==> src/sv/fixed_string_matcher_core_defines.svh <==
// Assertion macros shared by the matcher RTL.
// Each macro expects signals named clk and rst in the scope where it is used.
`ifndef FIXED_STRING_MATCHER_CORE_DEFINES_SVH
`define FIXED_STRING_MATCHER_CORE_DEFINES_SVH

// Same-cycle implication, checked outside reset.
`define FSMATCH_ASSERT_NOW(lbl, ante, cons, msg) \
  lbl: assert property (@(posedge clk) disable iff (rst) (ante) |-> (cons)) \
    else $error(msg);

// Next-cycle implication, checked outside reset.
`define FSMATCH_ASSERT_NEXT(lbl, ante, cons, msg) \
  lbl: assert property (@(posedge clk) disable iff (rst) (ante) |=> (cons)) \
    else $error(msg);

`endif

==> src/sv/fsmatch_pkg.sv <==
// Shared types, constants and helpers for the fixed string matcher.
// No dependencies; compiled first.
package fsmatch_pkg;

  localparam int unsigned CHAR_W       = 8;
  localparam int unsigned PAT_WORD_W   = 64;
  localparam int unsigned PAT_WORDS    = 4;
  localparam int unsigned LEN_W        = 6;
  localparam int unsigned OUT_POS_W    = 10;
  localparam int unsigned CFG_IDX_W    = 3;

  localparam int unsigned MAX_PATTERN_DEF = 32;
  localparam int unsigned MAX_LINE_DEF    = 1024;

  localparam logic [CHAR_W-1:0] ASCII_UPPER_A = 8'h41;
  localparam logic [CHAR_W-1:0] ASCII_UPPER_Z = 8'h5A;
  localparam logic [CHAR_W-1:0] ASCII_CASE_OFS = 8'h20;

  typedef enum logic [CFG_IDX_W-1:0] {
    CFG_PAT0 = 3'd0,
    CFG_PAT1 = 3'd1,
    CFG_PAT2 = 3'd2,
    CFG_PAT3 = 3'd3,
    CFG_LEN  = 3'd4,
    CFG_CASE = 3'd5
  } cfg_idx_t;

  typedef struct packed {
    logic [PAT_WORDS-1:0][PAT_WORD_W-1:0] pattern;
    logic [LEN_W-1:0]                     length;
    logic                                 case_fold;
  } cfg_t;

  function automatic logic [CHAR_W-1:0] fold_char(input logic [CHAR_W-1:0] c,
                                                   input logic fold_en);
    logic [CHAR_W-1:0] r;
    r = c;
    if (fold_en && (c >= ASCII_UPPER_A) && (c <= ASCII_UPPER_Z)) begin
      r = c + ASCII_CASE_OFS;
    end
    return r;
  endfunction

endpackage

==> src/sv/fsmatch_ifs.sv <==
// Valid/ready channel interfaces: text words in, result words out, config writes.
// Depends on fsmatch_pkg.
interface fsmatch_text_if;
  import fsmatch_pkg::*;
  logic              valid;
  logic              ready;
  logic [CHAR_W-1:0] char_in;
  logic              line_end;
  modport source (output valid, char_in, line_end, input ready);
  modport sink   (input valid, char_in, line_end, output ready);
endinterface

interface fsmatch_res_if;
  import fsmatch_pkg::*;
  logic                 valid;
  logic                 ready;
  logic                 match_found;
  logic [OUT_POS_W-1:0] match_start;
  logic [OUT_POS_W-1:0] match_end;
  logic                 line_done;
  modport source (output valid, match_found, match_start, match_end, line_done,
                  input ready);
  modport sink   (input valid, match_found, match_start, match_end, line_done,
                  output ready);
endinterface

interface fsmatch_cfg_if;
  import fsmatch_pkg::*;
  logic                  valid;
  logic                  ready;
  logic [CFG_IDX_W-1:0]  index;
  logic [PAT_WORD_W-1:0] data;
  modport source (output valid, index, data, input ready);
  modport sink   (input valid, index, data, output ready);
endinterface

==> src/sv/fsmatch_cfg.sv <==
// Configuration register file: pattern words, pattern length, case folding.
// Depends on fsmatch_pkg and fsmatch_ifs.
module fsmatch_cfg (
  input  logic               clk,
  input  logic               rst,
  fsmatch_cfg_if.sink        cfg_wr,
  output fsmatch_pkg::cfg_t  cfg
);
  import fsmatch_pkg::*;

  assign cfg_wr.ready = 1'b1;

  always_ff @(posedge clk) begin
    if (rst) begin
      cfg <= '0;
    end else if (cfg_wr.valid) begin
      unique case (cfg_idx_t'(cfg_wr.index))
        CFG_PAT0: cfg.pattern[0] <= cfg_wr.data;
        CFG_PAT1: cfg.pattern[1] <= cfg_wr.data;
        CFG_PAT2: cfg.pattern[2] <= cfg_wr.data;
        CFG_PAT3: cfg.pattern[3] <= cfg_wr.data;
        CFG_LEN:  cfg.length <= cfg_wr.data[LEN_W-1:0];
        CFG_CASE: cfg.case_fold <= cfg_wr.data[0];
        default:  ;  // unused indexes: write dropped
      endcase
    end
  end

endmodule

==> src/sv/fsmatch_eq.sv <==
// Per-position byte compare: bit k set when pattern byte k equals the text byte.
// Depends on fsmatch_pkg.
module fsmatch_eq #(
  parameter int unsigned MAX_PATTERN = fsmatch_pkg::MAX_PATTERN_DEF
) (
  input  logic [fsmatch_pkg::CHAR_W-1:0] char_in,
  input  fsmatch_pkg::cfg_t              cfg,
  input  logic [fsmatch_pkg::LEN_W-1:0]  len_used,
  output logic [MAX_PATTERN-1:0]         eq
);
  import fsmatch_pkg::*;

  logic [CHAR_W-1:0] text_f;

  assign text_f = fold_char(char_in, cfg.case_fold);

  for (genvar k = 0; k < MAX_PATTERN; k++) begin : g_pos
    logic [CHAR_W-1:0] pat_f;
    assign pat_f = fold_char(cfg.pattern[k >> 3][(k & 7) * CHAR_W +: CHAR_W],
                             cfg.case_fold);
    // positions past the active length never hold a partial match
    assign eq[k] = (pat_f == text_f) && (len_used > LEN_W'(k));
  end

endmodule

==> src/sv/fsmatch_engine.sv <==
// Input register, shift-and match state, line position and result register.
// Depends on fsmatch_pkg, fsmatch_ifs, fsmatch_eq and the assertion macros.
`include "fixed_string_matcher_core_defines.svh"

module fsmatch_engine #(
  parameter int unsigned MAX_PATTERN = fsmatch_pkg::MAX_PATTERN_DEF,
  parameter int unsigned MAX_LINE    = fsmatch_pkg::MAX_LINE_DEF
) (
  input  logic              clk,
  input  logic              rst,
  fsmatch_text_if.sink      text_in,
  fsmatch_res_if.source     result_out,
  input  fsmatch_pkg::cfg_t cfg
);
  import fsmatch_pkg::*;

  localparam int unsigned POS_W = $clog2(MAX_LINE);
  localparam int unsigned IDX_W = (MAX_PATTERN > 1) ? $clog2(MAX_PATTERN) : 1;
  localparam int unsigned W0    = (POS_W > OUT_POS_W) ? POS_W : OUT_POS_W;
  localparam int unsigned EXT_W = ((W0 > LEN_W) ? W0 : LEN_W) + 1;
  localparam logic [POS_W-1:0] POS_MAX  = POS_W'(MAX_LINE - 1);
  localparam logic [LEN_W-1:0] PAT_LEN  = LEN_W'(MAX_PATTERN);

  // input stage
  logic              s1_valid;
  logic [CHAR_W-1:0] s1_char;
  logic              s1_last;
  logic              advance;

  // match state
  logic [MAX_PATTERN-1:0] partial, partial_next, p_step, eq;
  logic [POS_W-1:0]       pos, pos_next;
  logic [LEN_W-1:0]       len_used, len_m1;
  logic                   found;
  logic [EXT_W-1:0]       ext_pos, ext_len, ext_pos1, start_v;

  // result register
  logic                 res_valid;
  logic                 res_found;
  logic [OUT_POS_W-1:0] res_start, res_end;
  logic                 res_last;

  assign advance       = s1_valid && (!res_valid || result_out.ready);
  assign text_in.ready = !s1_valid || advance;

  assign len_used = (cfg.length > PAT_LEN) ? PAT_LEN : cfg.length;
  assign len_m1   = len_used - LEN_W'(1);

  fsmatch_eq #(.MAX_PATTERN(MAX_PATTERN)) u_eq (
    .char_in  (s1_char),
    .cfg      (cfg),
    .len_used (len_used),
    .eq       (eq)
  );

  always_comb begin
    p_step   = ((partial << 1) | MAX_PATTERN'(1)) & eq;
    found    = (len_used != '0) && p_step[len_m1[IDX_W-1:0]];
    ext_pos  = EXT_W'(pos);
    ext_len  = EXT_W'(len_used);
    ext_pos1 = ext_pos + EXT_W'(1);
    start_v  = (ext_pos1 >= ext_len) ? (ext_pos1 - ext_len) : '0;
    // a match restarts the search; a line end clears everything
    partial_next = (found || s1_last) ? '0 : p_step;
    if (s1_last) begin
      pos_next = '0;
    end else if (pos < POS_MAX) begin
      pos_next = pos + POS_W'(1);
    end else begin
      pos_next = pos;
    end
  end

  always_ff @(posedge clk) begin
    if (rst) begin
      s1_valid <= 1'b0;
    end else if (text_in.valid && text_in.ready) begin
      s1_valid <= 1'b1;
    end else if (advance) begin
      s1_valid <= 1'b0;
    end
  end

  always_ff @(posedge clk) begin
    if (text_in.valid && text_in.ready) begin
      s1_char <= text_in.char_in;
      s1_last <= text_in.line_end;
    end
  end

  always_ff @(posedge clk) begin
    if (rst) begin
      partial <= '0;
      pos     <= '0;
    end else if (advance) begin
      partial <= partial_next;
      pos     <= pos_next;
    end
  end

  always_ff @(posedge clk) begin
    if (rst) begin
      res_valid <= 1'b0;
    end else if (advance) begin
      res_valid <= 1'b1;
    end else if (result_out.ready) begin
      res_valid <= 1'b0;
    end
  end

  always_ff @(posedge clk) begin
    if (advance) begin
      res_found <= found;
      res_start <= found ? start_v[OUT_POS_W-1:0] : '0;
      res_end   <= found ? ext_pos[OUT_POS_W-1:0] : '0;
      res_last  <= s1_last;
    end
  end

  assign result_out.valid       = res_valid;
  assign result_out.match_found = res_found;
  assign result_out.match_start = res_start;
  assign result_out.match_end   = res_end;
  assign result_out.line_done   = res_last;

  `FSMATCH_ASSERT_NEXT(a_line_clear, advance && s1_last, (pos == '0) && (partial == '0), "line end did not clear match state")
  `FSMATCH_ASSERT_NEXT(a_partial_len, advance, (partial >> $past(len_used)) == '0, "partial match bit beyond pattern length")
  `FSMATCH_ASSERT_NEXT(a_accept_hold, text_in.valid && text_in.ready, s1_valid, "accepted word lost in input stage")
  `FSMATCH_ASSERT_NOW(a_nomatch_zero, res_valid && !res_found, (res_start == '0) && (res_end == '0), "positions set without a match")

endmodule

==> src/sv/fixed_string_matcher_core.sv <==
// Top level of the fixed string matcher: config registers plus match engine.
// Depends on fsmatch_pkg, fsmatch_ifs, fsmatch_cfg, fsmatch_engine.
//
//   channel     dir   payload                                        handshake
//   text_in     in    char_in[7:0], line_end                         valid/ready
//   result_out  out   match_found, match_start[9:0], match_end[9:0],  valid/ready
//                     line_done
//   cfg_wr      in    index[2:0], data[63:0]                         valid/ready
//
// One word in, one result word out; a new text word is taken every cycle while the result side is not stalled.
// Each text word passes the input register, then the shift-and update into the result register.
// rst (sync, active high) clears match state, line position and all config registers.
// A stalled result holds the input stage; the input register keeps taking a word
// whenever the result register is free or being drained in the same cycle.
// Config writes are always accepted (ready tied high).
module fixed_string_matcher_core #(
  parameter int unsigned MAX_PATTERN = fsmatch_pkg::MAX_PATTERN_DEF,
  parameter int unsigned MAX_LINE    = fsmatch_pkg::MAX_LINE_DEF
) (
  input  logic          clk,
  input  logic          rst,
  fsmatch_text_if.sink  text_in,
  fsmatch_res_if.source result_out,
  fsmatch_cfg_if.sink   cfg_wr
);
  import fsmatch_pkg::*;

  // current pattern, length and case mode, shared by the compare array
  cfg_t cfg;

  fsmatch_cfg u_cfg (
    .clk    (clk),
    .rst    (rst),
    .cfg_wr (cfg_wr),
    .cfg    (cfg)
  );

  // shift-and engine: per-byte compare, partial-match vector, position counter
  fsmatch_engine #(
    .MAX_PATTERN (MAX_PATTERN),
    .MAX_LINE    (MAX_LINE)
  ) u_engine (
    .clk        (clk),
    .rst        (rst),
    .text_in    (text_in),
    .result_out (result_out),
    .cfg        (cfg)
  );

endmodule

==> src/flat_wrapper.sv <==
// flat-port wrapper written by rule: the top's interface ports become plain ports
module fixed_string_matcher_core_flat import fsmatch_pkg::*;
#(
  parameter int unsigned MAX_PATTERN = fsmatch_pkg::MAX_PATTERN_DEF,
  parameter int unsigned MAX_LINE    = fsmatch_pkg::MAX_LINE_DEF
)
  (clk, rst, text_in_valid, text_in_char_in, text_in_line_end, text_in_ready, result_out_valid, result_out_match_found, result_out_match_start, result_out_match_end, result_out_line_done, result_out_ready, cfg_wr_valid, cfg_wr_index, cfg_wr_data, cfg_wr_ready);
  fsmatch_text_if text_in_i ();
  fsmatch_res_if result_out_i ();
  fsmatch_cfg_if cfg_wr_i ();
  input  logic clk;
  input  logic rst;
  input wire logic [$bits(text_in_i.valid)-1:0] text_in_valid;
  input wire logic [$bits(text_in_i.char_in)-1:0] text_in_char_in;
  input wire logic [$bits(text_in_i.line_end)-1:0] text_in_line_end;
  output wire logic [$bits(text_in_i.ready)-1:0] text_in_ready;
  output wire logic [$bits(result_out_i.valid)-1:0] result_out_valid;
  output wire logic [$bits(result_out_i.match_found)-1:0] result_out_match_found;
  output wire logic [$bits(result_out_i.match_start)-1:0] result_out_match_start;
  output wire logic [$bits(result_out_i.match_end)-1:0] result_out_match_end;
  output wire logic [$bits(result_out_i.line_done)-1:0] result_out_line_done;
  input wire logic [$bits(result_out_i.ready)-1:0] result_out_ready;
  input wire logic [$bits(cfg_wr_i.valid)-1:0] cfg_wr_valid;
  input wire logic [$bits(cfg_wr_i.index)-1:0] cfg_wr_index;
  input wire logic [$bits(cfg_wr_i.data)-1:0] cfg_wr_data;
  output wire logic [$bits(cfg_wr_i.ready)-1:0] cfg_wr_ready;
  assign text_in_i.valid = text_in_valid;
  assign text_in_i.char_in = text_in_char_in;
  assign text_in_i.line_end = text_in_line_end;
  assign text_in_ready = text_in_i.ready;
  assign result_out_valid = result_out_i.valid;
  assign result_out_match_found = result_out_i.match_found;
  assign result_out_match_start = result_out_i.match_start;
  assign result_out_match_end = result_out_i.match_end;
  assign result_out_line_done = result_out_i.line_done;
  assign result_out_i.ready = result_out_ready;
  assign cfg_wr_i.valid = cfg_wr_valid;
  assign cfg_wr_i.index = cfg_wr_index;
  assign cfg_wr_i.data = cfg_wr_data;
  assign cfg_wr_ready = cfg_wr_i.ready;
  fixed_string_matcher_core #(.MAX_PATTERN(MAX_PATTERN), .MAX_LINE(MAX_LINE)) u_core (.clk(clk), .rst(rst), .text_in(text_in_i), .result_out(result_out_i), .cfg_wr(cfg_wr_i));
endmodule
==> config.mk <==
export PLATFORM = sky130hd
export DESIGN_NAME = fixed_string_matcher_core_flat
export DESIGN_NICKNAME = d
export VERILOG_FILES = /design/src/sv/fsmatch_pkg.sv /design/src/sv/fsmatch_ifs.sv /design/src/sv/fsmatch_cfg.sv /design/src/sv/fsmatch_eq.sv /design/src/sv/fsmatch_engine.sv /design/src/sv/fixed_string_matcher_core.sv /design/src/flat_wrapper.sv
export VERILOG_INCLUDE_DIRS = /design/src /design/src/sv
export SDC_FILE = /design/constraint.sdc
export NUM_CORES = 1
export LEC_CHECK = 0
export BUFFER_PORTS_ARGS = -buffer_cell sky130_fd_sc_hd__buf_2
export CAP_MARGIN = 20
export CORE_MARGIN = 3
export CORE_UTILIZATION = 50
export CTS_CLUSTER_SIZE = 14
export DETAILED_ROUTE_END_ITERATION = 10
export PLACE_DENSITY = 0.67
export SLEW_MARGIN = 20
export SYNTH_ARGS = -nofsm -noshare
export SYNTH_HDL_FRONTEND = slang
export SYNTH_SLANG_ARGS = --single-unit
==> constraint.sdc <==
create_clock -name clk -period 4.6 [get_ports clk]
set_input_delay 0 -clock clk [delete_from_list [all_inputs] [get_ports clk]]
set_output_delay 0 -clock clk [all_outputs]
set_load 0.02 [all_outputs]
# Word-level counts from Yosys, hierarchy flattened
# Index checks and enable logic that the tools add are counted.
[totals]
regBits = 337
input_bits = 81
out_inout_bits = 25
[classes]
mux = 43
n_lt_le_gt_ge = 102
add_sub_neg = 37
n_reduce_logical = 119
eq_ne = 37
bitwise = 1
[op_table]
columns = ["cell", "count"]
rows = [
  ["adder 8 x 6 -> 8 bit, second input constant", 33],
  [">= comparator 8 x 7 -> 1 bit, second input constant", 33],
  ["<= comparator 8 x 7 -> 1 bit, second input constant", 33],
  ["2-to-1 mux 8 bit", 33],
  ["== test 8 bit", 32],
  ["logical AND 1 bit", 101],
  ["greater-than comparator 6 x 5 -> 1 bit, second input constant", 16],
  ["greater-than comparator 6 x 4 -> 1 bit, second input constant", 8],
  ["AND 32 bit", 1],
  ["2-to-1 mux 31 bit", 1],
  ["greater-than comparator 6 x 3 -> 1 bit, second input constant", 4],
  ["2-to-1 mux 10 bit", 2],
  ["AND reduction 2 bit", 8],
  ["greater-than comparator 6 x 1 -> 1 bit, second input constant", 2],
  ["greater-than comparator 6 x 2 -> 1 bit, second input constant", 2],
  ["adder 10 x 1 -> 11 bit, second input constant", 1],
  [">= comparator 11 x 6 -> 1 bit", 1],
  ["adder 10 x 1 -> 10 bit, second input constant", 1],
  ["less-than comparator 10 bit, second input constant", 1],
  ["subtractor 10 x 6 -> 10 bit", 1],
  ["== test 3 x 2 -> 1 bit, second input constant", 2],
  ["== test 3 bit, second input constant", 2],
  ["greater-than comparator 6 bit, second input constant", 1],
  ["less-than comparator 5 x 6 -> 1 bit, second input constant", 1],
  ["10 further kinds", 19],
]

# Depth between registers and ports, before layout
[logic_depth]
depth_word = 12
ltp_mapped = 17
mapped_depth_nobuf = 13

# Hierarchy
# Synthesis repeated with hierarchy kept, for this count alone.
[hier_totals]
hier_cells = 2125
hier_area_um2 = 19691.4
[by_module_without_submodules]
columns = ["module", "area_each_um2", "n_inst", "cells_each", "seq_area_each_um2"]
rows = [
  ["fsmatch_cfg", 10339.9, 1, 929, 5265.0],
  ["fsmatch_eq", 5779.3, 1, 857, 0.0],
  ["fsmatch_engine", 3572.2, 1, 339, 1791.7],
]

# Least setup slack after synthesis
# No wires, ideal clock.
[synth_timing]
path_type = "register to register"
start = "register u_core.u_engine.s1_char[5]"
end = "register u_core.u_engine.partial[1]"
t_required_ns = 4.483
path_slack_ns = 1.000
n_path_buf = 6
stages_incl_launch_ff = 17
arrival_time_ns = 3.483
period_less_slack_ns = 3.600
cell_sequence = "edfxtp_1 or3b_2 clkbuf_1 o21ai_2 and2_1 buf_2 buf_4 buf_6 xnor2_1 a41oi_1 a2111oi_2 o2111ai_1 a311o_1 buf_6 buf_6 a41oi_1 nand2_1"
[synth_via]
elab_chain_len = 12
word_cells_on_any_way = 76
[synth_rtl]
columns = ["item", "line_no", "text"]
rows = [
  ["start: declaration", "fsmatch_engine.sv:26", "logic [CHAR_W-1:0] s1_char;"],
  ["start signal: assignment", "fsmatch_engine.sv:86", "s1_char <= text_in.char_in;"],
  [">= comparator 8 x 7 -> 1 bit", "fsmatch_pkg.sv:38", "if (fold_en && (c >= ASCII_UPPER_A) && (c <= ASCII_UPPER_Z)) begin"],
  ["logical AND 1 bit (2 in a row)", "fsmatch_pkg.sv:38", ""],
  ["2-to-1 mux 8 bit (*)", "fsmatch_pkg.sv:38", ""],
  ["== test 8 bit", "fsmatch_eq.sv:22", "assign eq[k] = (pat_f == text_f) && (len_used > LEN_W'(k));"],
  ["logical AND 1 bit", "fsmatch_eq.sv:22", ""],
  ["AND 32 bit (*)", "fsmatch_engine.sv:57", "p_step = ((partial << 1) | MAX_PATTERN'(1)) & eq;"],
  ["binary-select mux 1 bit (select 5 bit)", "fsmatch_engine.sv:58", "found = (len_used != '0) && p_step[len_m1[IDX_W-1:0]];"],
  ["2-to-1 mux 1 bit (implied by the code)", "fsmatch_engine.sv:58", ""],
  ["logical AND 1 bit", "fsmatch_engine.sv:58", ""],
  ["logical OR 1 bit", "fsmatch_engine.sv:64", "partial_next = (found || s1_last) ? '0 : p_step;"],
  ["2-to-1 mux 31 bit (*)", "fsmatch_engine.sv:64", ""],
  ["end signal: assignment", "fsmatch_engine.sv:96", "partial <= partial_next;"],
  ["end: declaration", "fsmatch_engine.sv:31", "logic [MAX_PATTERN-1:0] partial, partial_next, p_step, eq;"],
]
# Every way passes the cells marked *; elsewhere a longest branch is shown, timed or not. The select of a mux whose other input is x is not followed.
# A chain may end at the register's enable or synchronous reset.

# Worst setup path after layout
[layout_timing]
start = "register u_core.u_engine.s1_char[4]"
end = "register u_core.u_engine.partial[5]"
# The elaborated chain is that of the path after synthesis.

==> flow_summary.json <==
{
  "cts_tree": "built",
  "dp_slack_ns": 0.264,
  "utilization_pct": 59.1,
  "crit_arrival_ns": 4.63,
  "grt-ovfl-total": 0,
  "p_leak_nw": 7.90,
  "wire_per_inst_um": 20.5,
  "track_usage_pct": 30.9,
  "r2r_slack_ns": 0.38,
  "antenna_found_initial": 4,
  "ys_types": 79,
  "drv_slew": 0,
  "fin_crit_sh_pct": 91.7,
  "dr.pass1.iters": 6,
  "numCtsBuffers": 39,
  "timing.rr.end": "u_core.u_engine.partial[5]",
  "grt_pass1_wl_mm": 102,
  "status": "finished, final reports clean",
  "vias_per_cell": 5.94,
  "final_nets": 2778,
  "dp_hpwl_mm": 45.1,
  "grt_max_degree": 171,
  "final_cell_area_mm2": 0.0224,
  "start_kind": "flip-flop",
  "num_rows": 71,
  "ant_nets": 0,
  "rr_startpoint": "u_core.u_engine.s1_char[4]",
  "gp_congestion": 0.988,
  "final.setup.tns_ns": 0,
  "clkLatencyLatePin_ns": 0.56,
  "power_density_mw_per_mm2": 313,
  "clock_path_buffers": 3,
  "syn-num-nets": 2659,
  "synth_edf_count": 31,
  "diodes": 0,
  "syn_area_mm2": 0.0194,
  "min_period_ns": 4.22,
  "cp_cell_sequence": "or4_4 -> o22a_4 -> a21oi_4 -> buf_4 -> xor2_1 -> nand4_1 -> a22oi_1 -> o2111ai_1 -> a311o_1 -> buf_4 -> nand4_1 -> o21ai_0",
  "p_clk_share_pct": 44.3,
  "hold_viol_final": 0,
  "p_switching_mw": 1.84,
  "timing.max_cap.violations": 0,
  "drive_above_1_share_pct": 10.0,
  "grt_pass1_vias": 18000,
  "netlist_instances": 2533,
  "ys_seq_area_share_pct": 36.4,
  "crit_path_end_kind": "flip-flop",
  "finalSetupViolCount": 0,
  "numClockSinks": 337,
  "worst_slack_ns": 0.383,
  "cp_slowest_stage_delay_ns": 0.61,
  "reg2reg_depth": 12,
  "area_growth_pct": 15.5,
  "fmax_mhz": 237,
  "io_pins": 106,
  "hold_class": "in -> reg",
  "power.total_mw": 7.01,
  "vdd_ir_drop_max_mv": 0.216,
  "cts_max_level": 2,
  "fp.dieH_um": 203,
  "clock_skew_ns": 0.0274,
  "switching_share_pct": 26.3,
  "tightestPinTransition_ns": 1.15,
  "root_buffer": "clkbuf_16",
  "cp_max_fo": 18,
  "syn_avg_cell_area_um2": 7.66,
  "synth_seq_cells": 337,
  "cp_slowest_cell": "a311o_1",
  "ys_warn_count": 0,
  "core_mm2": 0.0379,
  "min_from": "rst",
  "critPathBufInv": 2,
  "placed_area_mm2": 0.0203,
  "hold_end": "u_core.u_cfg.cfg[81]",
  "rsz0062_at_grt": "false",
  "async_flop_share_pct": 0,
  "die_w_um": 203,
  "via_count": 19000,
  "route.detailed.drc": 0,
  "port-buffer-count": 104,
  "crit_type": "reg -> reg",
  "wirelength_mm": 65.3,
  "start_util_pct": 51.2,
  "dieArea_mm2": 0.0412,
  "drt-initial-drc-count": 1614,
  "path_clk_slew_ns": 0.07,
  "hold_depth": 2,
  "stdcell_count": 3191,
  "final_cell_mix": "642 x nand2_1, 329 x a21oi_1, 306 x dfxtp_1, 167 x xnor2_1, 104 x buf_2",
  "combPwrFrac_pct": 11.5,
  "crit_required_ns": 5.01,
  "final_common_cell": "nand2_1",
  "finalHoldWorstSlack_ns": 0.0756,
  "place_inst": 3042,
  "ys.flop_type": "dfxtp_1",
  "crit_family": "compound AO/OA/AOI/OAI gates",
  "internal_power_mw": 5.16,
  "power.share.sequential_pct": 44.2,
  "slew_headroom_pct": 22.9
}
[area by class of cell]
type,count,area (µm²)
Fill cell,3540,15500
Sequential cell,337,7060
Tap cell,511,639
Multi-Input combinational cell,1963,11400
Clock buffer,56,1170
Timing Repair Buffer,239,1770
Inverter,72,270
Clock inverter,13,98.8
[how the worst max path moves through the flow]
stage	from	cells after the start	end	slack (ns)
floorplan	u_core.u_engine.s1_char[5]	16	u_core.u_engine.partial[1]	1.00
global placement	u_core.u_engine.s1_char[5]	11	u_core.u_engine.result_out.match_start[8]	0.37
detailed placement	u_core.u_engine.s1_char[4]	10	u_core.u_engine.result_out.match_start[0]	0.26
CTS	u_core.u_engine.s1_char[4]	10	u_core.u_engine.result_out.match_start[0]	0.26
global route	u_core.u_engine.s1_char[5]	10	u_core.u_engine.partial[14]	0.13
finish	u_core.u_engine.s1_char[4]	12	u_core.u_engine.partial[5]	0.38
[worst register-to-register path, stage by stage, from the launching register on]
cell and delay, ns:
edfxtp_1 0.44, or4_4 0.58, o22a_4 0.27, a21oi_4 0.37, buf_4 0.33, xor2_1 0.18, nand4_1 0.16, a22oi_1 0.43
o2111ai_1 0.20, a311o_1 0.61, buf_4 0.32, nand4_1 0.10, o21ai_0 0.08
[cell families after synthesis]
group,count (synthesis),share of synthesized area (%)
multiplexers,9,0.477
buffers and inverters,233,5.11
flip-flops,337,36.4
AO/OA/AOI/OAI,576,18.0
AND/OR/NAND/NOR,1069,25.2
adder cells (fa/ha/maj),45,2.94
other,1,0.0193
XOR/XNOR,263,11.9
[registers in the layout (all words and copies together) (netlist names), 8 cells and up]
register,cells
u_core.u_engine.result_out.match_start,10
u_core.u_engine.pos,10
u_core.u_engine.result_out.match_end,10
u_core.u_engine.s1_char,8
u_core.u_cfg.cfg,263
u_core.u_engine.partial,31
[synthesized netlist by cell type (9+ instances only)]
| master | count | area, µm² |
|---|---|---|
| a41oi_1 | 10 | 87.6 |
| nand3_1 | 45 | 225 |
| clkbuf_1 | 114 | 428 |
| o31ai_1 | 20 | 150 |
| and2_1 | 17 | 106 |
| nor3_1 | 35 | 175 |
| nor4_1 | 29 | 181 |
| nor2_1 | 103 | 387 |
| buf_1 | 13 | 48.8 |
| and3_1 | 13 | 81.3 |
| o41ai_1 | 29 | 254 |
| inv_1 | 72 | 270 |
| or4_1 | 30 | 225 |
| buf_2 | 19 | 95.1 |
| a31oi_1 | 19 | 119 |
| dfxtp_1 | 306 | 6130 |
| xor2_1 | 95 | 832 |
| a21o_1 | 9 | 67.6 |
| ha_1 | 44 | 551 |
| a21oi_1 | 329 | 1650 |
| o21ai_0 | 67 | 335 |
| nand2_1 | 644 | 2420 |
| nand4_1 | 57 | 357 |
| xnor2_1 | 167 | 1460 |
| or3_1 | 29 | 181 |
| nor2b_1 | 10 | 62.6 |
| nor4b_1 | 14 | 123 |
| edfxtp_1 | 31 | 931 |
[power groups by stage]
| stage | registers (mW) | logic, mW | clock network, mW |
|---|---|---|---|
| 6_report | 3.10 | 0.809 | 3.10 |
| 5_1_grt | 3.10 | 0.875 | 3.26 |
| 4_1_cts | 3.09 | 0.799 | 3.14 |
| 3_5_place_dp | 3.16 | 0.742 | 0 |
| 3_3_place_gp | 3.15 | 0.730 | 0 |
| 2_1_floorplan | 3.15 | 0.486 | 0 |
[repair_timing]
item                       4_1_cts  5_1_grt
gates resized for setup          0        1
setup buffers                    0        0
hold endpoints to repair       273        0
hold buffers                    80        0
setup endpoints to repair        0        2
[metal layers]
metal | routed length, µm | track usage (%) | vias up
met5 | 13 | 0 | -
met4 | 1680 | 9.51 | 2
met2 | 30200 | 50.7 | 679
li1 | - | - | 8990
met1 | 28800 | 42.3 | 9172
met3 | 4630 | 4.76 | 113
Power figures use the tool's default switching activity.
